`config.mk`:
```
export PLATFORM = sky130hd
export DESIGN_NAME = wia_useq
export DESIGN_NICKNAME = d
export VERILOG_FILES = /design/src/rtl/wia_pkg.sv /design/src/rtl/wia_useq.sv
export SDC_FILE = /design/constraint.sdc
export NUM_CORES = 1
export LEC_CHECK = 0
export BUFFER_PORTS_ARGS = -buffer_cell sky130_fd_sc_hd__buf_2
export CAP_MARGIN = 25
export CELL_PAD_IN_SITES_DETAIL_PLACEMENT = 0
export CELL_PAD_IN_SITES_GLOBAL_PLACEMENT = 1
export CORE_MARGIN = 3
export CORE_UTILIZATION = 30
export DETAILED_ROUTE_END_ITERATION = 10
export GPL_ROUTABILITY_DRIVEN = 0
export PLACE_DENSITY = 0.65
export SLEW_MARGIN = 20
export SYNTH_ARGS = -nofsm -noshare
export SYNTH_HDL_FRONTEND = slang
export SYNTH_SLANG_ARGS = --single-unit
```
`constraint.sdc`:
```
create_clock -name clk -period 2.6 [get_ports clk]
set_clock_uncertainty 0.05 [all_clocks]
set_input_delay 0.26 -clock clk [delete_from_list [all_inputs] [get_ports clk]]
set_output_delay 0.26 -clock clk [all_outputs]
set_load 0.02 [all_outputs]
```
`src/rtl/wia_pkg.sv`:
```
`timescale 1ns / 1ps
`default_nettype none
package wia_pkg;

  localparam int NUM_BYTES = 20;
  localparam int WIDTH     = NUM_BYTES * 8;
  localparam int WORD_W    = 64;
  localparam int BUS_W     = 3 * WORD_W;
  localparam int CNT_W     = $clog2(WIDTH);
  localparam int UPC_W     = 3;

  typedef enum logic [2:0] {
    MODE_ADD = 3'd0,
    MODE_SUB = 3'd1,
    MODE_CMP = 3'd2,
    MODE_MUL = 3'd3,
    MODE_DIV = 3'd4
  } mode_t;

  typedef enum logic [2:0] {
    OP_NONE,
    OP_ADD,
    OP_SUB,
    OP_CMP,
    OP_MUL,
    OP_DIV
  } op_t;

  typedef enum logic [1:0] {
    SQ_START,
    SQ_JUMP,
    SQ_LOOP
  } seq_t;

  localparam logic [UPC_W-1:0] UA_IDLE   = 3'd0;
  localparam logic [UPC_W-1:0] UA_ADD    = 3'd1;
  localparam logic [UPC_W-1:0] UA_SUB    = 3'd2;
  localparam logic [UPC_W-1:0] UA_CMP    = 3'd3;
  localparam logic [UPC_W-1:0] UA_MUL    = 3'd4;
  localparam logic [UPC_W-1:0] UA_DONE   = 3'd5;
  localparam logic [UPC_W-1:0] UA_DIV    = 3'd6;
  localparam logic [UPC_W-1:0] UA_DIVEND = 3'd7;

  typedef struct packed {
    op_t              op;
    seq_t             seq;
    logic [UPC_W-1:0] target;
    logic             done;
  } uword_t;

  typedef struct packed {
    logic load;
    op_t  op;
  } dp_ctl_t;

  // Microprogram. LOOP repeats at target while the bit counter is non-zero,
  // then falls through to the next address.
  function automatic uword_t ucode(input logic [UPC_W-1:0] addr);
    uword_t w;
    case (addr)
      UA_IDLE:   w = '{op: OP_NONE, seq: SQ_START, target: UA_IDLE,   done: 1'b0};
      UA_ADD:    w = '{op: OP_ADD,  seq: SQ_JUMP,  target: UA_DONE,   done: 1'b0};
      UA_SUB:    w = '{op: OP_SUB,  seq: SQ_JUMP,  target: UA_DONE,   done: 1'b0};
      UA_CMP:    w = '{op: OP_CMP,  seq: SQ_JUMP,  target: UA_DONE,   done: 1'b0};
      UA_MUL:    w = '{op: OP_MUL,  seq: SQ_LOOP,  target: UA_MUL,    done: 1'b0};
      UA_DONE:   w = '{op: OP_NONE, seq: SQ_JUMP,  target: UA_IDLE,   done: 1'b1};
      UA_DIV:    w = '{op: OP_DIV,  seq: SQ_LOOP,  target: UA_DIV,    done: 1'b0};
      UA_DIVEND: w = '{op: OP_NONE, seq: SQ_JUMP,  target: UA_DONE,   done: 1'b0};
      default:   w = '{op: OP_NONE, seq: SQ_JUMP,  target: UA_IDLE,   done: 1'b0};
    endcase
    return w;
  endfunction

endpackage
`default_nettype wire

```
`src/rtl/wia_useq.sv`:
```
`timescale 1ns / 1ps
`default_nettype none
module wia_useq (
  input  wire logic                 clk,
  input  wire logic                 rst_n,
  input  wire logic                 start,
  input  wire logic [2:0]           in_mode,
  output wia_pkg::dp_ctl_t          dp_ctl,
  output logic                      busy,
  output logic                      done
);

  logic [wia_pkg::UPC_W-1:0] upc_r, upc_nxt;
  logic [wia_pkg::CNT_W-1:0] cnt_r, cnt_nxt;
  wia_pkg::uword_t           uw;
  logic [wia_pkg::UPC_W-1:0] entry;

  assign uw = wia_pkg::ucode(upc_r);

  always_comb begin
    case (in_mode)
      wia_pkg::MODE_ADD: entry = wia_pkg::UA_ADD;
      wia_pkg::MODE_SUB: entry = wia_pkg::UA_SUB;
      wia_pkg::MODE_CMP: entry = wia_pkg::UA_CMP;
      wia_pkg::MODE_MUL: entry = wia_pkg::UA_MUL;
      wia_pkg::MODE_DIV: entry = wia_pkg::UA_DIV;
      default:           entry = wia_pkg::UA_DONE;
    endcase
  end

  always_comb begin
    upc_nxt     = upc_r;
    cnt_nxt     = cnt_r;
    dp_ctl.load = 1'b0;
    dp_ctl.op   = uw.op;
    case (uw.seq)
      wia_pkg::SQ_START: begin
        if (start) begin
          upc_nxt     = entry;
          cnt_nxt     = wia_pkg::CNT_W'(wia_pkg::WIDTH - 1);
          dp_ctl.load = 1'b1;
        end
      end
      wia_pkg::SQ_JUMP: upc_nxt = uw.target;
      wia_pkg::SQ_LOOP: begin
        if (cnt_r != '0) begin
          cnt_nxt = cnt_r - 1'b1;
          upc_nxt = uw.target;
        end else begin
          upc_nxt = upc_r + 1'b1;
        end
      end
      default: upc_nxt = wia_pkg::UA_IDLE;
    endcase
  end

  always_ff @(posedge clk) begin
    if (!rst_n) begin
      upc_r <= wia_pkg::UA_IDLE;
      cnt_r <= '0;
    end else begin
      upc_r <= upc_nxt;
      cnt_r <= cnt_nxt;
    end
  end

  assign busy = (upc_r != wia_pkg::UA_IDLE);
  assign done = uw.done;

endmodule
`default_nettype wire

```
==> flow_summary.toml, run 1 <==
[worst_setup_path]
crit_path_end_kind = "register"
slowest_stage = "a221o_2"
critical_path.cell_chain = "inv_1 > ha_1 > nor3b_1 > nand2_2 > mux2i_1 > a221o_2 > and3_1 > and2_1"
cp-start-kind = "register"
path_class = "register to register"
critical_path_required_ps = 2750
critPathMaxStageDelay_ps = 420
critPathArrivalTime_ps = 2240
crit_path_max_fanout = 8

[timing]
slew_viol_final = 0
setup_viol = 0
final_hold_viol_count = 0
rsz0062_at_grt = "false"
max_freq_mhz = 477
tns_ps = 0
tightestPinTransition_ps = 460
fin_crit_sh = 0.807
slew_headroom = 0.691
period_minus_slack_ps = 2100

[routing]
viasPerCell = 4.63
drc = 0
detailedRoute.firstPassIterationCount = 4
vias = 727
avgRoutedWirePerCell_um = 11.3
first_iter_violations = 30
ant_nets = 0
routed_wl_um = 1770

[power_and_ir_drop]
power.total_mw = 1.25
total_leakage_power_nw = 0.457
p_per_area_nw_per_um2 = 1180
vdd_drop_max_mv = 0.424

[synth]
synthTopCellsByCount = "dfxtp_1, a21oi_1, nor2_1, inv_1, nand2_1"
synth-seq-cells = 19
syn_inst = 103
ys_types = 31
synth_area_leader_cell = "dfxtp_1"
synth_fp_nets = 112
synth_area_per_cell_um2 = 9.18
synth_area_leaders = "dfxtp_1, xor2_1, a21oi_1, ha_1, xnor2_1"
syn_area_um2 = 946
yosysMostFrequentCell = "dfxtp_1"
synthFlopType = "dfxtp_1"
seq_area_frac_synth = 0.402
synthArstFlopShare = 0
synth_top_area_share = 0.402
ys.warnings.count = 0
synth_edf_count = 0

[floorplan]
rows = 19
core_um2 = 2880
chipWidth_um = 62.2
boundaryPins = 12
initial_core_util = 0.329
die-area_um2 = 3860
die_y_um = 62.2

[global_route]
grt_pass1_wl_um = 3040
grt-ovfl-total = 0
antenna_found_initial = 0
first_global_vias = 696
grt_start_max_net_pins = 11
track_usage = 0.0997

[cts]
clock_path_buffers = 2
clock_sinks = 19
post_cts_resize_count = 0
htree_levels = 1
clk_latency_ps = 290
root_buffer = "clkbuf_4"
cts_setup_buffers = 0
cts_tree = "yes"
cts.reportedPaths.clkPinSlew_ps = 100
cts_inserted_buffers = 3
cts_hold_buf = 0

[finish]
postLayoutCellArea_um2 = 1060
area_delta_synth_final_pct = 11.8
diodes = 0
nets = 125
final_util = 0.368
post_route_cells_drive_above_1_share = 0.174

[place]
place_area_um2 = 1030
dpl.hpwl_um = 1350
portBuffers = 11

[status]
outcome = "completed"

[worst_hold_path]
hold_class = "input pin to register"

[job]
maxCapViolCount = 0
[metal layers]
metal	part of all wire	wire length, µm	GRT usage
met1	0.47	824	0.108
met2	0.50	888	0.176
met3	0.022	39	0.0396
met4	0.0090	16	0.0331
met5	0	0	0
[state kept, by name (all words and copies together) (netlist names)]
name and flops:
cnt_r 8, uw 8, upc_r 3
[placed cells by master (no fill, tap or decap), drive strengths merged, types with 3 or more instances in the layout]
cell type	netlist	routed
a211oi	3	3
o21a	4	4
mux2i	3	3
o21ai	3	3
buf	3	11
xnor2	4	4
inv	7	7
xor2	5	5
nand2	8	8
ha	3	3
dfxtp	19	19
nor3	4	4
nand2b	5	5
nor2	8	8
a21oi	8	8
clkbuf	0	4
[stage by stage]
stage	cells	hold slack, ps	worst slack, ps
finish	157	214	502
global route	157	200	348
CTS	157	202	500
detailed placement	153	445	531
global placement	153	435	587
floorplan	103	321	675
[critical path: cells and delay by family, from the launching register on]
family                     cells  cell delay [ps]
AOI/OAI and AO/OA              1              420
buffers and inverters          1               60
adders and majority gates      1              170
muxes                          1              150
and+or+nand+nor                4              810
DFF                            1              340
[worst paths after layout]
path / cells after the start / slack [ps] / endpoint / startpoint
hold / removal: 2 / 210 / uw[3] / rst_n
setup reg to reg: 8 / 500 / uw[2] / cnt_r[0]
hold reg to reg: 1 / 460 / cnt_r[0] / cnt_r[0]
setup / recovery: 8 / 500 / uw[2] / cnt_r[0]
[layout make-up]
class	count	area [µm²]
Inverter	7	26.3
Tap cell	42	52.6
Sequential cell	19	380
Fill cell	300	1820
Clock buffer	4	26.3
Timing Repair Buffer	11	55.1
Multi-Input combinational cell	74	517
[power by group]
group | total (mW) | internal (mW) | switching, mW
Combinational | 0.610 | 0.277 | 0.333
Sequential | 0.494 | 0.394 | 0.100
Clock | 0.144 | 0.0596 | 0.0846
[cells by family (layout without fill, tap and decap cells)]
| kind of cell | Yosys count | after routing | share of synthesized area |
|---|---|---|---|
| AOI/OAI and AO/OA | 24 | 24 | 0.172 |
| DFF | 19 | 19 | 0.402 |
| muxes | 3 | 3 | 0.0317 |
| and+or+nand+nor | 35 | 35 | 0.220 |
| buffers and inverters | 10 | 22 | 0.0516 |
| adders and majority gates | 3 | 3 | 0.0397 |
| xor gates and xnor gates | 9 | 9 | 0.0833 |
No activity file was read; power rests on OpenSTA's default activity.
==> run 2, diff against run 1 <==
--- a/config.mk
+++ b/config.mk
@@ -13,7 +13,7 @@
 export CORE_UTILIZATION = 30
 export DETAILED_ROUTE_END_ITERATION = 10
 export GPL_ROUTABILITY_DRIVEN = 0
-export PLACE_DENSITY = 0.65
+export PLACE_DENSITY = 0.67
 export SLEW_MARGIN = 20
 export SYNTH_ARGS = -nofsm -noshare
 export SYNTH_HDL_FRONTEND = slang
==> constraint.sdc (replaced) <==
create_clock -name clk -period 1.7 [get_ports clk]
set_clock_uncertainty 0.05 [all_clocks]
set_input_delay 0.17 -clock clk [delete_from_list [all_inputs] [get_ports clk]]
set_output_delay 0.17 -clock clk [all_outputs]
set_load 0.02 [all_outputs]
==> run 2 against run 1 <==
Utilization up 9.2 points. Non-clock buffer count up 24. Die area unchanged. Critical path type unchanged. Critical path depth unchanged. The run now ends with setup timing left. Worst hold slack worse by 100 ps.
==> flow_summary.toml, run 2 (same netlist as run 1, synthesis figures left out) <==
[status]
outcome = "complete, but fails checks"
violations = "setup timing"

[cts]
clock_path_buffers = 2
root_buffer = "clkbuf_4"
clk_latency_ps = 300
cts_hold_buf = 0
clock_sinks = 19
cts.reportedPaths.clkPinSlew_ps = 110
cts_inserted_buffers = 3
htree_levels = 1
cts_tree = "yes"

[timing]
slew_headroom = 0.805
fin_ws_ps = -163
setup_viol = 10
period_minus_slack_ps = 1860
final_hold_viol_count = 0
rsz0062_at_grt = "true"
timing.hold.ws_ps = 109
max_freq_mhz = 537
slew_viol_final = 0
tightestPinTransition_ps = 293
fin_crit_sh = 1.10

[finish]
final_common_cell = "buf_4"
instances_no_fill = 181
nets = 149
area_delta_synth_final_pct = 39.8
diodes = 0
layout_common_cells = "buf_4, dfxtp_1, buf_2"
fillers = 299
post_route_cells_drive_above_1_share = 0.417

[floorplan]
die-area_um2 = 3860
die_y_um = 62.2
chipWidth_um = 62.2
initial_core_util = 0.329
rows = 19
core_um2 = 2880
boundaryPins = 12

[routing]
drc = 0
ant_nets = 0
viasPerCell = 4.56
routed_wl_um = 2070
vias = 825
first_iter_violations = 17
detailedRoute.firstPassIterationCount = 4
avgRoutedWirePerCell_um = 11.5

[global_route]
grt-ovfl-total = 0
grt_pass1_wl_um = 3440
first_global_vias = 834
grt_start_max_net_pins = 12
track_usage = 0.108
antenna_found_initial = 0

[job]
maxCapViolCount = 0

[worst_setup_path]
critPathArrivalTime_ps = 2020
crit_path_end_kind = "register"
crit_path_max_fanout = 7
slowest_stage = "a221o_2"
cp-start-kind = "register"
critical_path_required_ps = 1860
cp.buffers_inverters = 1
critPathTopFamily = "compound AO/OA/AOI/OAI gates"
path_class = "register to register"
critical_path.cell_chain = "inv_2 > ha_4 > nor3b_4 > nand2_2 > mux2i_1 > a221o_2 > and3_1 > o21a_1"
critPathMaxStageDelay_ps = 420

[place]
portBuffers = 11
dp_cells = 172
dpl.hpwl_um = 1560

[power_and_ir_drop]
total_leakage_power_nw = 0.593
p_per_area_nw_per_um2 = 1900
vdd_drop_max_mv = 0.906

[worst_hold_path]
hold_class = "input pin to register"
==> run 2: timing repair <==
action	CTS	global route
setup buffers	4	1
gates resized for setup	2	10
pin swaps	3	4
setup endpoints to repair	9	14
==> run 2: layout make-up <==
cell class | count | area (µm²) | share of cell area
clock buffer | 3 | 22.5 | 0.0170
clock inverter | 1 | 5.00 | 0.00378
inverter | 7 | 26.3 | 0.0199
multi-input combinational | 74 | 587 | 0.444
sequential | 19 | 383 | 0.289
tap | 42 | 52.6 | 0.0397
timing repair buffer | 35 | 246 | 0.186
==> run 2: through the flow <==
stage               power, mW  instance area [µm²]  setup slack (ps)  utilization  setup TNS (ps)
floorplan                1.58                  977              -108            -            -280
global placement         2.01                 1200              -152        0.419            -629
detailed placement       2.03                 1200              -167        0.419            -841
CTS                      2.38                 1270              -169        0.442           -1190
global route             2.71                 1320              -235        0.460           -2390
finish                   2.52                 1320              -163        0.460           -1020
==> run 2: routing by layer <==
metal / share of wire / global-route usage / vias up
met2: 0.51 / 0.190 / 15
met5: 0 / 0 / -
met4: 0.016 / 0.0414 / 0
met1: 0.44 / 0.124 / 380
met3: 0.031 / 0.0306 / 4
li1: - / - / 426
==> run 2: worst reg2reg max path: cells and delay by family (launching register included) <==
kind | cells | cell delay [ps]
buf+inv | 1 | 60
mux | 1 | 130
compound gates | 2 | 580
fa+ha+maj | 1 | 130
simple gates | 3 | 490
flops | 1 | 340
==> run 2: worst paths after layout <==
path | start | endpoint | slack [ps] | depth (start not counted)
hold reg to reg | cnt_r[0] | cnt_r[0] | 500 | 2
setup / recovery | cnt_r[1] | uw[6] | -160 | 8
hold / removal | rst_n | uw[1] | 110 | 2
setup reg to reg | cnt_r[1] | uw[6] | -160 | 8
==> run 2: where the power goes <==
part / leakage (nW) / internal, mW / switching (mW)
registers: 0.157 / 0.606 / 0.142
logic: 0.418 / 0.836 / 0.701
clock network: 0.0177 / 0.0876 / 0.145
==> run 3, diff against run 2 <==
--- a/config.mk
+++ b/config.mk
@@ -5,15 +5,16 @@
 export SDC_FILE = /design/constraint.sdc
 export NUM_CORES = 1
 export LEC_CHECK = 0
+export ABC_AREA = 1
 export BUFFER_PORTS_ARGS = -buffer_cell sky130_fd_sc_hd__buf_2
 export CAP_MARGIN = 25
 export CELL_PAD_IN_SITES_DETAIL_PLACEMENT = 0
 export CELL_PAD_IN_SITES_GLOBAL_PLACEMENT = 1
-export CORE_MARGIN = 3
+export CORE_MARGIN = 4
 export CORE_UTILIZATION = 30
 export DETAILED_ROUTE_END_ITERATION = 10
 export GPL_ROUTABILITY_DRIVEN = 0
-export PLACE_DENSITY = 0.67
+export PLACE_DENSITY = 0.69
 export SLEW_MARGIN = 20
 export SYNTH_ARGS = -nofsm -noshare
 export SYNTH_HDL_FRONTEND = slang
==> run 3 against run 2 <==
The flow now finishes without violations. Sequential power down 2%. Sequential cell count stayed put. Sequential share of layout area is 1.8 points higher. Synthesized area up 13%. Count of clock-buffer cells in the layout did not move. Cell area is 5.8% lower. Critical endpoint is now uw[1].
==> flow_summary.toml, run 3 <==
[status]
outcome = "completed"

[routing]
vias = 942
viasPerCell = 4.55
detailedRoute.firstPassIterationCount = 4
ant_nets = 0
routed_wl_um = 2180
drc = 0
avgRoutedWirePerCell_um = 10.5
first_iter_violations = 14

[power_and_ir_drop]
vdd_drop_max_mv = 0.737
power.total_mw = 2.26
total_leakage_power_nw = 0.599
p_per_area_nw_per_um2 = 1820

[worst_setup_path]
cp-start-kind = "register"
crit_path_end_kind = "register"
rr_worst_depth = 13
path_class = "register to register"
critPathArrivalTime_ps = 1740
crit_path_max_fanout = 5
critical_path_required_ps = 1850

[synth]
ys.warnings.count = 0
yosysMostFrequentCell = "nand2_1"
ys_types = 26
seq_area_frac_synth = 0.355
synthArstFlopShare = 0
synth_top_area_share = 0.355
synth_edf_count = 0
syn_inst = 145
synth_area_leaders = "dfxtp_1, nand2_1, nor2_4, inv_1, nand3_1"
synthTopCellsByCount = "nand2_1, dfxtp_1, inv_1, nor2_1"
syn_area_um2 = 1070
synthFlopType = "dfxtp_1"
synth-seq-cells = 19
synth_area_leader_cell = "dfxtp_1"
synth_area_per_cell_um2 = 7.39
synth_fp_nets = 154

[cts]
cts_inserted_buffers = 3
clock_path_buffers = 2
root_buffer = "clkbuf_4"
cts.reportedPaths.clkPinSlew_ps = 110
cts_tree = "yes"
cts_hold_buf = 0
clk_latency_ps = 300
clock_sinks = 19
htree_levels = 1

[global_route]
grt_pass1_wl_um = 3620
track_usage = 0.104
grt-ovfl-total = 0
grt_start_max_net_pins = 12
antenna_found_initial = 0
first_global_vias = 844

[place]
dpl.hpwl_um = 1760
dp_cells = 201
portBuffers = 11
post-place-ws_ps = 34.0

[timing]
slew_headroom = 0.828
tns_ps = 0
final_hold_viol_count = 0
fin_ws_ps = 110
slew_viol_final = 0
setup_viol = 0
tightestPinTransition_ps = 258
max_freq_mhz = 629
fin_crit_sh = 0.935
period_minus_slack_ps = 1590

[finish]
area_delta_synth_final_pct = 16.4
layout_common_cells = "nand2_1, inv_1, dfxtp_1"
final_common_cell = "nand2_1"
nets = 171
diodes = 0
final_util = 0.368
fillers = 367
post_route_cells_drive_above_1_share = 0.304
instances_no_fill = 207

[floorplan]
die_y_um = 67.8
initial_core_util = 0.316
die-area_um2 = 4590
rows = 21
core_um2 = 3390
chipWidth_um = 67.8
boundaryPins = 12

[job]
maxCapViolCount = 0

[worst_hold_path]
hold_class = "input pin to register"
hold_path_depth = 3
[run 3: cell types whose count changed after synthesis, moves of 3 or more]
cell and delta:
nor2_4 +8, nand3_1 +8, a211oi_1 -3, nand4_1 +3, mux2i_1 -3, nand2b_1 -4, o21ai_0 +5, o21a_1 -4
nand2_2 +5, inv_1 +12, nand2_4 +3, xor2_1 -4, nand2_1 +27, nor3_1 -3
[run 3: path summary, 6_finish.rpt]
kind / start / slack (ps) / endpoint
max: cnt_r[1] / 110 / uw[1]
min: rst_n / 150 / cnt_r[0]
max reg2reg: cnt_r[1] / 110 / uw[1]
min reg2reg: cnt_r[7] / 450 / cnt_r[7]
[run 3: logic make-up (layout without fill, tap and decap cells)]
kind of cell             count (synthesis)  after routing  share of synthesized area
AO/OA/AOI/OAI                           20             20                      0.105
XOR/XNOR                                 3              3                     0.0245
adder cells (fa/ha/maj)                  3              3                     0.0351
buffers and inverters                   24             40                     0.0946
flip-flops                              19             19                      0.355
AND/OR/NAND/NOR                         76             76                      0.386
[run 3: through the flow]
step                hold WS (ps)  instance area (µm²)
floorplan                    252                 1070
global placement             431                 1180
detailed placement           437                 1180
CTS                          128                 1200
global route                 151                 1250
finish                       148                 1250
[run 3: power by group]
| group | leakage, nW | total (mW) | internal, mW | switching [mW] |
|---|---|---|---|---|
| Combinational | 0.424 | 1.30 | 0.491 | 0.813 |
| Sequential | 0.158 | 0.734 | 0.609 | 0.125 |
| Clock | 0.0177 | 0.226 | 0.0877 | 0.139 |
| Total | 0.599 | 2.26 | 1.19 | 1.08 |
[run 3: area by class of cell]
| class | instances | area, µm² | share of cell area |
|---|---|---|---|
| timing repair buffer | 15 | 85.1 | 0.0683 |
| tap | 46 | 57.6 | 0.0462 |
| sequential | 19 | 383 | 0.307 |
| clock buffer | 3 | 22.5 | 0.0181 |
| clock inverter | 1 | 5.00 | 0.00402 |
| multi-input combinational | 102 | 614 | 0.493 |
| inverter | 21 | 78.8 | 0.0633 |
[run 3: routing by layer]
layer  GRT usage  vias to the layer above  part of all wire
met5           0                        -                 0
met4      0.0152                        0             0.013
met3      0.0399                        4             0.027
met2       0.186                        8              0.55
met1       0.119                      439              0.41
li1            -                      491                 -
[run 3: worst max-delay path, stage by stage, from the launching register on]
cell	delay, ps
dfxtp_1	340
inv_2	80
ha_4	140
nand2_2	80
o21ai_2	190
nand2_1	70
nand2_1	80
nand2_1	60
nand2_1	70
nand2_2	90
nand2_2	110
nand2_1	60
nand2_1	50
nand2_1	40
[run 3: repair_timing]
action                     4_1_cts  5_1_grt
buffers inserted                 0        2
resized for setup                0       11
pin swaps                        1        3
hold endpoints to repair         0        0
setup endpoints to repair        1       11
